## config.mk

```make
export PLATFORM = sky130hd
export DESIGN_NAME = uniform_scalar_quantizer
export DESIGN_NICKNAME = d
export VERILOG_FILES = /design/src/hw/rtl/usq_pkg.sv /design/src/hw/rtl/usq_front.sv /design/src/hw/rtl/usq_div.sv /design/src/hw/rtl/usq_back.sv /design/src/hw/rtl/uniform_scalar_quantizer.sv
export VERILOG_INCLUDE_DIRS = /design/src /design/src/hw/rtl
export SDC_FILE = /design/constraint.sdc
export NUM_CORES = 1
export LEC_CHECK = 0
export BUFFER_PORTS_ARGS = -buffer_cell sky130_fd_sc_hd__buf_2
export CAP_MARGIN = 20
export CORE_ASPECT_RATIO = 1.25
export CORE_MARGIN = 3
export CORE_UTILIZATION = 40
export DETAILED_ROUTE_END_ITERATION = 8
export SETUP_SLACK_MARGIN = 0.02
export SYNTH_ARGS = -nofsm -noshare
export SYNTH_HDL_FRONTEND = slang
export SYNTH_SLANG_ARGS = --single-unit
```

## constraint.sdc

```tcl
create_clock -name clk -period 6.3 [get_ports clk]
set_input_delay 0.315 -clock clk [delete_from_list [all_inputs] [get_ports clk]]
set_output_delay 0.315 -clock clk [all_outputs]
set_load 0.1 [all_outputs]
```

## src/hw/rtl/uniform_scalar_quantizer_assert.svh

```systemverilog
// ----------------------------------------------------------------------------
// Assertion macros for the uniform scalar quantizer
// Implication and history checks; empty when SYNTH is defined.
// ----------------------------------------------------------------------------
`ifndef UNIFORM_SCALAR_QUANTIZER_ASSERT_SVH
`define UNIFORM_SCALAR_QUANTIZER_ASSERT_SVH

`ifndef SYNTH
`define USQ_ASSERT_IMP(label, clk, rst, ante, cons) \
  label: assert property (@(posedge clk) disable iff (rst) (ante) |-> (cons)) \
    else $error("usq: implication check failed");
`define USQ_ASSERT_PAST(label, clk, rst, cons, ante, depth) \
  label: assert property (@(posedge clk) disable iff (rst) (cons) |-> $past((ante), depth)) \
    else $error("usq: history check failed");
`else
`define USQ_ASSERT_IMP(label, clk, rst, ante, cons)
`define USQ_ASSERT_PAST(label, clk, rst, cons, ante, depth)
`endif

`endif

```

## src/hw/rtl/usq_pkg.sv

```systemverilog
// ----------------------------------------------------------------------------
// usq_pkg
// Types, constants and the divider step shared by the quantizer modules.
// ----------------------------------------------------------------------------
`timescale 1ns / 1ps
`default_nettype none

package usq_pkg;

  localparam int VALUE_BITS = 8;
  localparam int STEPS_BITS = VALUE_BITS + 1;
  localparam int DIV_STAGES = (VALUE_BITS + 1) / 2;
  localparam int DIV_PAD    = 2 * DIV_STAGES;
  // front stage, two dividers, three back stages
  localparam int LATENCY    = 1 + 2 * DIV_STAGES + 3;

  typedef logic [VALUE_BITS-1:0] value_t;
  typedef logic [STEPS_BITS-1:0] steps_t;
  typedef logic [1:0]            cfg_index_t;

  localparam cfg_index_t REG_VALUE_MIN = 2'd0;
  localparam cfg_index_t REG_VALUE_MAX = 2'd1;
  localparam cfg_index_t REG_NUM_STEPS = 2'd2;

  localparam value_t VALUE_MIN_RESET = '0;
  localparam value_t VALUE_MAX_RESET = '1;
  localparam steps_t NUM_STEPS_RESET = STEPS_BITS'(2);

  typedef enum logic [1:0] {
    ST_OK     = 2'd0,
    ST_RANGE  = 2'd1,
    ST_CONFIG = 2'd2
  } status_t;

  typedef struct packed {
    status_t status;
    value_t  vmin;
    value_t  d;
    steps_t  steps;
    value_t  step;
  } item_t;

  typedef struct packed {
    steps_t     rem;
    logic [1:0] q;
  } div_res_t;

  // Two restoring division steps: shift in two dividend bits, subtract where it fits.
  function automatic div_res_t div_step2(steps_t rem, logic [1:0] bits, steps_t dvs);
    logic [STEPS_BITS:0] trial;
    steps_t              r;
    div_res_t            res;
    r = rem;
    res.q = '0;
    for (int i = 1; i >= 0; i--) begin
      trial = {r, bits[i]};
      if (trial >= {1'b0, dvs}) begin
        trial = trial - {1'b0, dvs};
        res.q[i] = 1'b1;
      end
      r = trial[STEPS_BITS-1:0];
    end
    res.rem = r;
    return res;
  endfunction

endpackage

`default_nettype wire

```

## src/hw/rtl/usq_front.sv

```systemverilog
// ----------------------------------------------------------------------------
// usq_front
// Entry stage: range and configuration checks, offset and span.
// ----------------------------------------------------------------------------
`timescale 1ns / 1ps
`default_nettype none

module usq_front (
  input  logic           clk,
  input  logic           rst,
  input  logic           in_valid,
  input  usq_pkg::value_t sample_value,
  input  usq_pkg::value_t value_min,
  input  usq_pkg::value_t value_max,
  input  usq_pkg::steps_t num_steps,
  output logic           out_valid,
  output usq_pkg::item_t out_item,
  output usq_pkg::value_t span
);
  import usq_pkg::*;

  status_t status_next;

  always_comb begin
    if ((value_min > value_max) || (num_steps < STEPS_BITS'(2))) begin
      status_next = ST_CONFIG;
    end else if ((sample_value < value_min) || (sample_value > value_max)) begin
      status_next = ST_RANGE;
    end else begin
      status_next = ST_OK;
    end
  end

  always_ff @(posedge clk) begin
    if (rst) begin
      out_valid <= 1'b0;
    end else begin
      out_valid <= in_valid;
    end
  end

  always_ff @(posedge clk) begin
    out_item.status <= status_next;
    out_item.vmin   <= value_min;
    out_item.d      <= sample_value - value_min;
    out_item.steps  <= num_steps;
    out_item.step   <= '0;
    span            <= value_max - value_min;
  end

endmodule

`default_nettype wire

```

## src/hw/rtl/usq_div.sv

```systemverilog
// ----------------------------------------------------------------------------
// usq_div
// Pipelined restoring divider, two quotient bits per stage, word alongside.
// ----------------------------------------------------------------------------
`timescale 1ns / 1ps
`default_nettype none

`include "uniform_scalar_quantizer_assert.svh"

module usq_div (
  input  logic            clk,
  input  logic            rst,
  input  logic            in_valid,
  input  usq_pkg::item_t  in_item,
  input  usq_pkg::value_t dividend,
  input  usq_pkg::steps_t divisor,
  output logic            out_valid,
  output usq_pkg::item_t  out_item,
  output usq_pkg::value_t quotient
);
  import usq_pkg::*;

  logic               vld [DIV_STAGES+1];
  item_t              itm [DIV_STAGES+1];
  steps_t             rem [DIV_STAGES+1];
  steps_t             dvs [DIV_STAGES+1];
  logic [DIV_PAD-1:0] num [DIV_STAGES+1];
  logic [DIV_PAD-1:0] quo [DIV_STAGES+1];
  div_res_t           res [DIV_STAGES];

  assign vld[0] = in_valid;
  assign itm[0] = in_item;
  assign rem[0] = '0;
  assign dvs[0] = divisor;
  assign num[0] = DIV_PAD'(dividend);
  assign quo[0] = '0;

  for (genvar k = 0; k < DIV_STAGES; k++) begin : g_stage
    assign res[k] = div_step2(rem[k], num[k][DIV_PAD-1 -: 2], dvs[k]);

    always_ff @(posedge clk) begin
      if (rst) begin
        vld[k+1] <= 1'b0;
      end else begin
        vld[k+1] <= vld[k];
      end
    end

    always_ff @(posedge clk) begin
      itm[k+1] <= itm[k];
      dvs[k+1] <= dvs[k];
      rem[k+1] <= res[k].rem;
      num[k+1] <= num[k] << 2;
      quo[k+1] <= {quo[k][DIV_PAD-3:0], res[k].q};
    end
  end

  assign out_valid = vld[DIV_STAGES];
  assign out_item  = itm[DIV_STAGES];
  assign quotient  = quo[DIV_STAGES][VALUE_BITS-1:0];

  `USQ_ASSERT_PAST(a_div_no_invent, clk, rst, out_valid, in_valid, DIV_STAGES)
  `USQ_ASSERT_IMP(a_div_divisor_kept, clk, rst, out_valid, dvs[DIV_STAGES] == $past(divisor, DIV_STAGES))

endmodule

`default_nettype wire

```

## src/hw/rtl/usq_back.sv

```systemverilog
// ----------------------------------------------------------------------------
// usq_back
// Index selection and capping, product, reconstruction and output register.
// ----------------------------------------------------------------------------
`timescale 1ns / 1ps
`default_nettype none

`include "uniform_scalar_quantizer_assert.svh"

module usq_back (
  input  logic            clk,
  input  logic            rst,
  input  logic            in_valid,
  input  usq_pkg::item_t  in_item,
  input  usq_pkg::value_t quotient,
  output logic            done,
  output usq_pkg::value_t quant_index,
  output usq_pkg::value_t recon_value,
  output usq_pkg::status_t status
);
  import usq_pkg::*;

  value_t                idx_raw;
  value_t                idx_next;
  steps_t                last;
  steps_t                half_wide;
  logic [2*VALUE_BITS:0] sum;

  // stage 1
  logic    vld1;
  item_t   itm1;
  value_t  idx1;
  // stage 2
  logic                    vld2;
  status_t                 st2;
  value_t                  vmin2;
  value_t                  idx2;
  value_t                  half2;
  logic [2*VALUE_BITS-1:0] prod2;

  always_comb begin
    if (in_item.step != '0) begin
      idx_raw = (in_item.d == '0) ? '0 : quotient;
    end else begin
      idx_raw = in_item.d;
    end
    last = in_item.steps - STEPS_BITS'(1);
    // cap at the last interval
    if (STEPS_BITS'(idx_raw) > last) begin
      idx_next = last[VALUE_BITS-1:0];
    end else begin
      idx_next = idx_raw;
    end
  end

  assign half_wide = (STEPS_BITS'(itm1.step) + STEPS_BITS'(1)) >> 1;
  assign sum = (2*VALUE_BITS+1)'(vmin2) + (2*VALUE_BITS+1)'(prod2)
             + (2*VALUE_BITS+1)'(half2);

  always_ff @(posedge clk) begin
    if (rst) begin
      vld1 <= 1'b0;
      vld2 <= 1'b0;
      done <= 1'b0;
    end else begin
      vld1 <= in_valid;
      vld2 <= vld1;
      done <= vld2;
    end
  end

  always_ff @(posedge clk) begin
    itm1  <= in_item;
    idx1  <= idx_next;
    st2   <= itm1.status;
    vmin2 <= itm1.vmin;
    idx2  <= idx1;
    half2 <= half_wide[VALUE_BITS-1:0];
    prod2 <= idx1 * itm1.step;
    status <= st2;
    if (st2 == ST_OK) begin
      quant_index <= idx2;
      recon_value <= sum[VALUE_BITS-1:0];
    end else begin
      quant_index <= '0;
      recon_value <= '0;
    end
  end

  `USQ_ASSERT_IMP(a_back_index_capped, clk, rst, vld1 && (itm1.status == ST_OK), STEPS_BITS'(idx1) < itm1.steps)

endmodule

`default_nettype wire

```

## src/hw/rtl/uniform_scalar_quantizer.sv

```systemverilog
// ----------------------------------------------------------------------------
// uniform_scalar_quantizer
// Maps a sample onto an interval index and reconstruction value.
// ----------------------------------------------------------------------------
//  channel   ports                                      handshake
//  input     sample_value                               start & !busy
//  result    quant_index, recon_value, status           done strobe, one cycle
//  config    cfg_index, cfg_data                        cfg_write
//
//  One sample per cycle; each result passes from the entry stage through the
//  two pipelined dividers (step, then index), at two quotient bits per stage,
//  and then through the three reconstruction stages.
//  busy is high only during reset. Reset clears the valid bits and loads
//  the register defaults. The receiver cannot stall, so the pipeline always
//  advances.
// ----------------------------------------------------------------------------
`timescale 1ns / 1ps
`default_nettype none

`include "uniform_scalar_quantizer_assert.svh"

module uniform_scalar_quantizer (
  input  logic                 clk,
  input  logic                 rst,
  input  logic                 start,
  output logic                 busy,
  input  usq_pkg::value_t      sample_value,
  output logic                 done,
  output usq_pkg::value_t      quant_index,
  output usq_pkg::value_t      recon_value,
  output logic [1:0]           status,
  input  logic                 cfg_write,
  input  usq_pkg::cfg_index_t  cfg_index,
  input  usq_pkg::steps_t      cfg_data
);
  import usq_pkg::*;

  value_t  value_min;
  value_t  value_max;
  steps_t  num_steps;

  logic    accept;
  logic    f_valid;
  item_t   f_item;
  value_t  f_span;
  logic    d1_valid;
  item_t   d1_item;
  item_t   mid_item;
  value_t  d1_quo;
  logic    d2_valid;
  item_t   d2_item;
  value_t  d2_quo;
  status_t st_out;

  assign busy   = rst;
  assign accept = start && !busy;

  always_ff @(posedge clk) begin
    if (rst) begin
      value_min <= VALUE_MIN_RESET;
      value_max <= VALUE_MAX_RESET;
      num_steps <= NUM_STEPS_RESET;
    end else if (cfg_write) begin
      unique case (cfg_index)
        REG_VALUE_MIN: value_min <= cfg_data[VALUE_BITS-1:0];
        REG_VALUE_MAX: value_max <= cfg_data[VALUE_BITS-1:0];
        REG_NUM_STEPS: num_steps <= cfg_data;
        default: ;
      endcase
    end
  end

  usq_front u_front (
    .clk          (clk),
    .rst          (rst),
    .in_valid     (accept),
    .sample_value (sample_value),
    .value_min    (value_min),
    .value_max    (value_max),
    .num_steps    (num_steps),
    .out_valid    (f_valid),
    .out_item     (f_item),
    .span         (f_span)
  );

  // step = span / num_steps
  usq_div u_div_step (
    .clk       (clk),
    .rst       (rst),
    .in_valid  (f_valid),
    .in_item   (f_item),
    .dividend  (f_span),
    .divisor   (f_item.steps),
    .out_valid (d1_valid),
    .out_item  (d1_item),
    .quotient  (d1_quo)
  );

  always_comb begin
    mid_item      = d1_item;
    mid_item.step = d1_quo;
  end

  // index = (d - 1) / step; zero offset and zero step are fixed up behind
  usq_div u_div_index (
    .clk       (clk),
    .rst       (rst),
    .in_valid  (d1_valid),
    .in_item   (mid_item),
    .dividend  (mid_item.d - VALUE_BITS'(1)),
    .divisor   (STEPS_BITS'(d1_quo)),
    .out_valid (d2_valid),
    .out_item  (d2_item),
    .quotient  (d2_quo)
  );

  usq_back u_back (
    .clk         (clk),
    .rst         (rst),
    .in_valid    (d2_valid),
    .in_item     (d2_item),
    .quotient    (d2_quo),
    .done        (done),
    .quant_index (quant_index),
    .recon_value (recon_value),
    .status      (st_out)
  );

  assign status = st_out;

  `USQ_ASSERT_PAST(a_top_latency, clk, rst, done, accept, LATENCY)
  `USQ_ASSERT_IMP(a_top_bad_zeroed, clk, rst, done && (st_out != ST_OK), (quant_index == '0) && (recon_value == '0))

endmodule

`default_nettype wire

```

==> summary.md, run 1 <==
| Metric | Value |
|---|---|
| Worst Max-Slew Pin Slew | 682.6 ps |
| GR Overflow Total | 0 |
| Tot GR Track Use | 14.21% |
| Worst Setup End Kind | flip-flop |
| Antenna diodes | 0 |
| Initial Utilization | 40.72% |
| Area after DPL | 20770 sq um |
| CP endpoint | u_div_index.rem[24] |
| Max_cap viols | 0 |
| Status | finished clean |
| Post-route DRC | 0 |
| Nets | 2136 |
| Sequential share of the synthesized area | 52.14% |
| Root buf cell | clkbuf_16 |
| H-tree Lvls | 2 |
| Crit path DAT | 5270 ps |
| Synth Net Count | 2051 |
| GPL Wtd Cong | 0.8588 |
| Vias post-DR | 12250 |
| Post-DR wirelength/cell | 14.11 um |
| Row count | 90 |
| Leak Pwr | 10.06 nW |
| Global-route wire length before repair | 60670 um |
| Setup violators final | 0 |
| Hold Vio Cnt, Final | 0 |
| Fin crit period | 4826 ps |
| Async S/R FF share, synth | 0% |
| Vias in the first global route | 12600 |
| Clock Latency Late Sink | 580 ps |
| Clk_skew | 21.66 ps |
| DP HPWL | 28090 um |
| Reg2reg setup slack | 1470 ps |
| Post-route clock period utilization | 76.60% |
| Fin util | 46.21% |
| CTS tree | built |
| Post-synth EDFFs | 0 |
| Fmax | 207.2 MHz |
| Total CTS buffers | 49 |
| Core footprint | 48650 sq um |
| Smallest hold slack | 45.57 ps |
| Crit Path Class | flip-flop to flip-flop |
| Final wirelength | 36410 um |
| Design Area, Final | 22480 sq um |
| Final setup TNS | 0 ps |
| Synthesized instance count | 1814 |
| Mapped Area | 19810 sq um |
| Commonest non-fill, non-tap cell in the layout | dfxtp_1 |
| Worst reg2reg startpoint | u_div_index.itm[105] |
| Synth Register Bits | 516 |
| RSZ-0062 raised after global routing | false |
| Die area | 52250 sq um |
| Most frequent cells in the layout | dfxtp_1 (516), ha_1 (180), inv_1 (179), nor2_1 (107), a21oi_1 (85) |
| Startpoint types | flip-flop |
| Slew HR | 54.50% |
| Layout cells sized above 1 | 10.02% |
| IO Port Bufs | 42 |
| Yosys cell types | 70 |
| Number of DRC markers in iteration 0 | 348 |
| Initial antenna violation count | 0 |
| Avg Cell Area, Syn | 10.92 sq um |
| P&R area growth vs syn | 13.47% |
| Yosys warning count | 0 |
| Cell Pwr Density | 581.8 nW/um^2 |
| Largest net degree at the start of global routing | 39 |
| Antenna viol nets, final | 0 |
| Crit path launch | u_div_index.itm[105] |
| Main synth FF type | dfxtp_1 |
| Reg clk slew, reported paths | 60 ps |
| I/O pins | 43 |
| Tot Pwr | 0.01308 W |
| Max-slew violation count | 0 |
| Worst R2R Path Depth | 16 |
| DR pass1 iterations | 4 |
| Clk sinks | 516 |
| Reg2reg end | u_div_index.rem[24] |
| Vias per inst | 4.746 |
| CP max FO | 14 |
| Setup bufs post-CTS | 0 |
| Peak supply drop | 273.2 uV |
| Data required time at the worst endpoint | 6750 ps |
| CTS Buffer Depth | 3 |
| Die extent in y | 254.8 um |
| Hold WC Path Type | primary input to flip-flop |
| DIE WIDTH | 205.1 um |
worst min-delay path by stage:
stage                                         from                   end  cells past startpoint  slack, ps
after global routing                   cfg_data[2]          value_max[2]                      2         10
after floorplan           u_div_index.out_item[25]       u_back.itm1[25]                      0        310
after CTS                              cfg_data[2]          value_max[2]                      2          5
after detailed placement   u_div_step.out_item[33]  u_div_index.itm[138]                      0        310
after global placement        u_div_index.itm[113]   u_div_index.itm[78]                      0        310
final                                  cfg_data[3]          value_max[3]                      2         50
cell usage after synthesis, drive strengths merged, types with 7 or more instances:
master  number  share of area, %
clkbuf      17              0.32
a21oi       86               2.2
nand2       69               1.3
a21boi       7              0.27
a211oi      11              0.56
nor4        11              0.41
nand4       25              0.79
xnor2       76               3.4
a22oi        8              0.37
dfxtp      516                52
o21a        13              0.50
nor2b       45               1.4
mux2        54               3.1
inv        185               3.5
o21bai       8              0.30
nand3       20              0.51
a211o        9              0.40
fa          34               3.4
xor2        42               1.9
o21ai       75               1.9
ha         180                11
a21o        35               1.3
nor3        22              0.56
and2        44               1.4
or2         11              0.35
o31ai       14              0.53
nand2b      13              0.41
nor2       109               2.1
mux2i       27               1.4
where the power goes:
part / internal, W / total [W] / switching, W
clock network: 0.00170 / 0.00292 / 0.00122
logic: 0.00272 / 0.00592 / 0.00320
registers: 0.00390 / 0.00424 / 0.000339
total: 0.00832 / 0.0131 / 0.00476
per-stage QoR:
stage / setup slack, ps / cells
after floorplan: 1890 / 1814
after global placement: 1651 / 2484
after detailed placement: 1553 / 2484
after CTS: 1510 / 2580
after global routing: 1111 / 2580
final: 1474 / 2580
worst max-delay path, stage by stage, from the launching register on:
cell and delay (ps):
dfxtp_1 360, ha_1 180, inv_1 50, fa_1 430
a211oi_2 340, o211ai_2 180, a211oi_4 220, buf_4 250
mux2_1 370, ha_1 340, nand2_1 90, nand2_1 50
a21oi_1 260, o21ai_0 180, nor4_2 610, and2_1 430
mux2_1 360
repair_timing:
action                                  in CTS  in global routing
endpoints found under the setup margin       0                  0
hold endpoints to repair                    17                  0
hold buffers                                 8                  0
gates resized for setup                      0                  0
metal layers:
layer	GRT usage (%)	up-vias	part of all wire [%]
met5	0	-	0
met1	15.67	5722	42
met3	2.735	79	3.1
met2	26.89	164	52
met4	5.333	0	3.3
li1	-	6280	-
cell families (layout without fill, tap and decap cells):
| logic type | count (synthesis) | after routing | share of synthesized area, % |
|---|---|---|---|
| AO/OA/AOI/OAI | 291 | 291 | 9.461 |
| XOR/XNOR | 118 | 118 | 5.217 |
| adder cells (fa/ha/maj) | 214 | 214 | 14.80 |
| buffers and inverters | 205 | 327 | 3.947 |
| flip-flops | 516 | 516 | 52.14 |
| multiplexers | 81 | 81 | 4.434 |
| AND/OR/NAND/NOR | 389 | 389 | 9.992 |
flip-flops by register name, indices dropped and copies added (netlist names), 12 cells and up:
name / cells
u_div_index.rem: 27
u_div_step.itm: 81
u_div_index.num: 12
u_back.itm1: 18
u_div_step.out_item: 27
u_front.out_item: 27
u_div_index.out_item: 35
u_div_step.quo: 12
u_div_step.rem: 27
u_div_index.quo: 12
u_div_index.itm: 105
u_div_step.num: 12
layout make-up:
class / count / area (sq um)
Fill cell: 4527 / 26170
Sequential cell: 516 / 10330
Multi-Input combinational cell: 1093 / 8698
Clock buffer: 61 / 1311
Tap cell: 644 / 805.8
Inverter: 185 / 694.4
Timing Repair Buffer: 54 / 320.3
Clock inverter: 27 / 317.8
Power figures use the tool's default switching activity.
==> run 2: changes to the inputs <==
==> constraint.sdc (replaced) <==
create_clock -name clk -period 4.36 [get_ports clk]
set_input_delay 0.218 -clock clk [delete_from_list [all_inputs] [get_ports clk]]
set_output_delay 0.218 -clock clk [all_outputs]
set_load 0.1 [all_outputs]
==> run 2 against run 1 <==
Compared with the run above: register-to-register slack worse by 1200 ps; sequential power increased by 44%; via count fell by 0.93%; largest cell class unchanged; largest power group unchanged; worst setup slack got worse by 1200 ps; utilization is 0.56 points higher; count of clock-buffer cells in the layout is the same; die area is the same; wire length up 0.61%; power increased by 47%.
==> summary.md, run 2 (synthesis gave the netlist of run 1 again) <==
| Metric | Value |
|---|---|
| Vias in the first global route | 12610 |
| DP HPWL | 28290 um |
| Clock Latency Late Sink | 570 ps |
| Max reg flops | 105 |
| Leak Pwr | 10.20 nW |
| Wire length on met1 | 15160 um |
| Largest net degree at the start of global routing | 39 |
| Int Power | 0.01235 W |
| CP Depth | 17 |
| Post-DR wirelength/cell | 14.08 um |
| CTS tree | built |
| Hold WC Path Type | primary input to flip-flop |
| DR pass1 iterations | 4 |
| Peak supply drop | 410.9 uV |
| Fin crit period | 4126 ps |
| Number of DRC markers in iteration 0 | 366 |
| Reg power frac | 31.8% |
| DIE WIDTH | 205.1 um |
| Post-route DRC | 0 |
| Initial antenna violation count | 0 |
| Antenna diodes | 0 |
| Die extent in y | 254.8 um |
| Wire length on met3 | 1135 um |
| Design Area, Final | 22750 sq um |
| Crit path launch | u_div_step.itm[78] |
| Vias per inst | 4.662 |
| CTS Buffer Depth | 3 |
| Tot GR Track Use | 14.20% |
| Core footprint | 48650 sq um |
| Worst path slowest cell | fa_1 |
| Reg clk slew, reported paths | 60 ps |
| Max layer used | met4 |
| Fin util | 46.77% |
| Status | finished clean |
| Root buf cell | clkbuf_16 |
| Crit path cell chain | ha_1 -> inv_1 -> fa_1 -> a21o_1 -> a21oi_1 -> nor2_1 -> o21a_1 -> nor2_4 -> mux2_2 -> ha_1 -> a21o_1 -> a21oi_1 -> nor2_1 -> o31ai_1 -> o311a_1 -> inv_2 -> mux2_2 |
| Final setup TNS | 0 ps |
| Max_cap viols | 0 |
| Crit path DAT | 4580 ps |
| Area after DPL | 20880 sq um |
| Final wirelength | 36630 um |
| Worst reg2reg startpoint | u_div_step.itm[78] |
| Smallest hold slack | 66.50 ps |
| Startpoint types | flip-flop |
| H-tree Lvls | 2 |
| Slew HR | 56.48% |
| Clock power share | 22.8% |
| Area of the multi-input gates | 8738 sq um |
| GPL Wtd Cong | 0.8430 |
| Switching Share | 35.81% |
| IO Port Bufs | 42 |
| Reg2reg end | u_div_step.rem[16] |
| Row count | 90 |
| Kind of cell adding the most delay to the critical path | compound AO/OA/AOI/OAI gates |
| Antenna viol nets, final | 0 |
| Vias post-DR | 12130 |
| Nets | 2157 |
| Crit Path Class | flip-flop to flip-flop |
| Reg2reg setup slack | 230 ps |
| Commonest non-fill, non-tap cell in the layout | dfxtp_1 |
| NetSw | 0.006889 W |
| Biggest regs | u_div_index.itm x105, u_div_step.itm x81, u_div_index.out_item x35 |
| Worst R2R Path Depth | 17 |
| Register Area | 10330 sq um |
| I/O pins | 43 |
| Total CTS buffers | 50 |
| Most frequent cells in the layout | dfxtp_1 (516), ha_1 (180), inv_1 (179), nor2_1 (106), a21oi_1 (83) |
| P&R area growth vs syn | 14.85% |
| Wire length on met2 | 18880 um |
| GR Overflow Total | 0 |
| CP Buf/Inv Count | 2 |
| Hold Vio Cnt, Final | 0 |
| Fill count | 4499 |
| Worst Max-Slew Pin Slew | 652.8 ps |
| Global-route wire length before repair | 60560 um |
| CP endpoint | u_div_step.rem[16] |
| Data required time at the worst endpoint | 4820 ps |
| Post-route clock period utilization | 94.64% |
| Fmax | 242.4 MHz |
| Layout cells sized above 1 | 11.39% |
| Setup violators final | 0 |
| Die area | 52250 sq um |
| Clk_skew | 15.88 ps |
| Comb pwr share | 45.4% |
| Most flops, register | u_div_index.itm |
| RSZ-0062 raised after global routing | true |
| Max incr delay on CP | 400 ps |
| Clk sinks | 516 |
| Cell Pwr Density | 845.6 nW/um^2 |
| Initial Utilization | 40.72% |
| Max-slew violation count | 0 |
| CP max FO | 8 |
| Worst Setup End Kind | flip-flop |
-- run 2: cell count changes in the layout (fill, tap and decap cells not counted), sizes merged --
cell / previous run / this run
clkinvlp: 4 / 6
bufinv: 5 / 6
dlygate4sd3: 8 / 10
inv: 188 / 190
buf: 46 / 64
clkinv: 15 / 12
-- run 2: how the worst min path moves through the flow --
stage                        startpoint                    to  slack, ps  cells after the start
2_1_floorplan  u_div_index.out_item[25]       u_back.itm1[25]        310                      0
3_3_place_gp       u_div_index.itm[116]   u_div_index.itm[81]        310                      0
3_5_place_dp    u_div_step.out_item[29]  u_div_index.itm[134]        310                      0
4_1_cts                 sample_value[4]  u_front.out_item[21]         30                      3
5_1_grt                 sample_value[3]  u_front.out_item[20]         60                      3
6_report                sample_value[3]  u_front.out_item[20]         70                      3
-- run 2: layer usage --
layer,up-vias,GRT usage [%]
met5,-,0
met4,0,6.232
met3,81,2.875
met2,158,26.64
met1,5584,15.40
li1,6308,-
-- run 2: power by group through the flow --
stage / logic [W] / clock network, W / registers, W
after floorplan: 0.00661 / 0 / 0.00636
after global placement: 0.00848 / 0 / 0.00624
after detailed placement: 0.00863 / 0 / 0.00624
after CTS: 0.00873 / 0.00453 / 0.00614
after global routing: 0.00988 / 0.00472 / 0.00622
final: 0.00873 / 0.00439 / 0.00612
-- run 2: cell type report --
type,instances,share of cell area (%)
Tap cell,644,3.542
Clock inverter,29,1.512
Timing Repair Buffer,74,2.090
Sequential cell,516,45.40
Inverter,185,3.052
Clock buffer,61,5.994
Multi-Input combinational cell,1093,38.41
-- run 2: stage by stage --
step / setup WS [ps] / instances / total power, W
floorplan: 35.48 / 1814 / 0.01297
global placement: 168.6 / 2498 / 0.01472
detailed placement: 87.89 / 2498 / 0.01487
CTS: 65.28 / 2598 / 0.01939
global route: 0.7114 / 2602 / 0.02082
finish: 233.8 / 2602 / 0.01924
-- run 2: what timing repair did --
item                                    4_1_cts  5_1_grt
resized for setup                             0       10
endpoints found under the hold margin        26        0
hold buffers                                 10        0
endpoints found under the setup margin        0       32
setup buffers                                 0        4
-- run 2: worst register-to-register path, cell delays in order (launching register included) --
cell and delay [ps]:
dfxtp_1 360, ha_1 170, inv_1 50, fa_1 400, a21o_1 170, a21oi_1 270, nor2_1 100, o21a_1 220
nor2_4 180, mux2_2 380, ha_1 340, a21o_1 200, a21oi_1 180, nor2_1 80, o31ai_1 200, o311a_1 290
inv_2 120, mux2_2 290
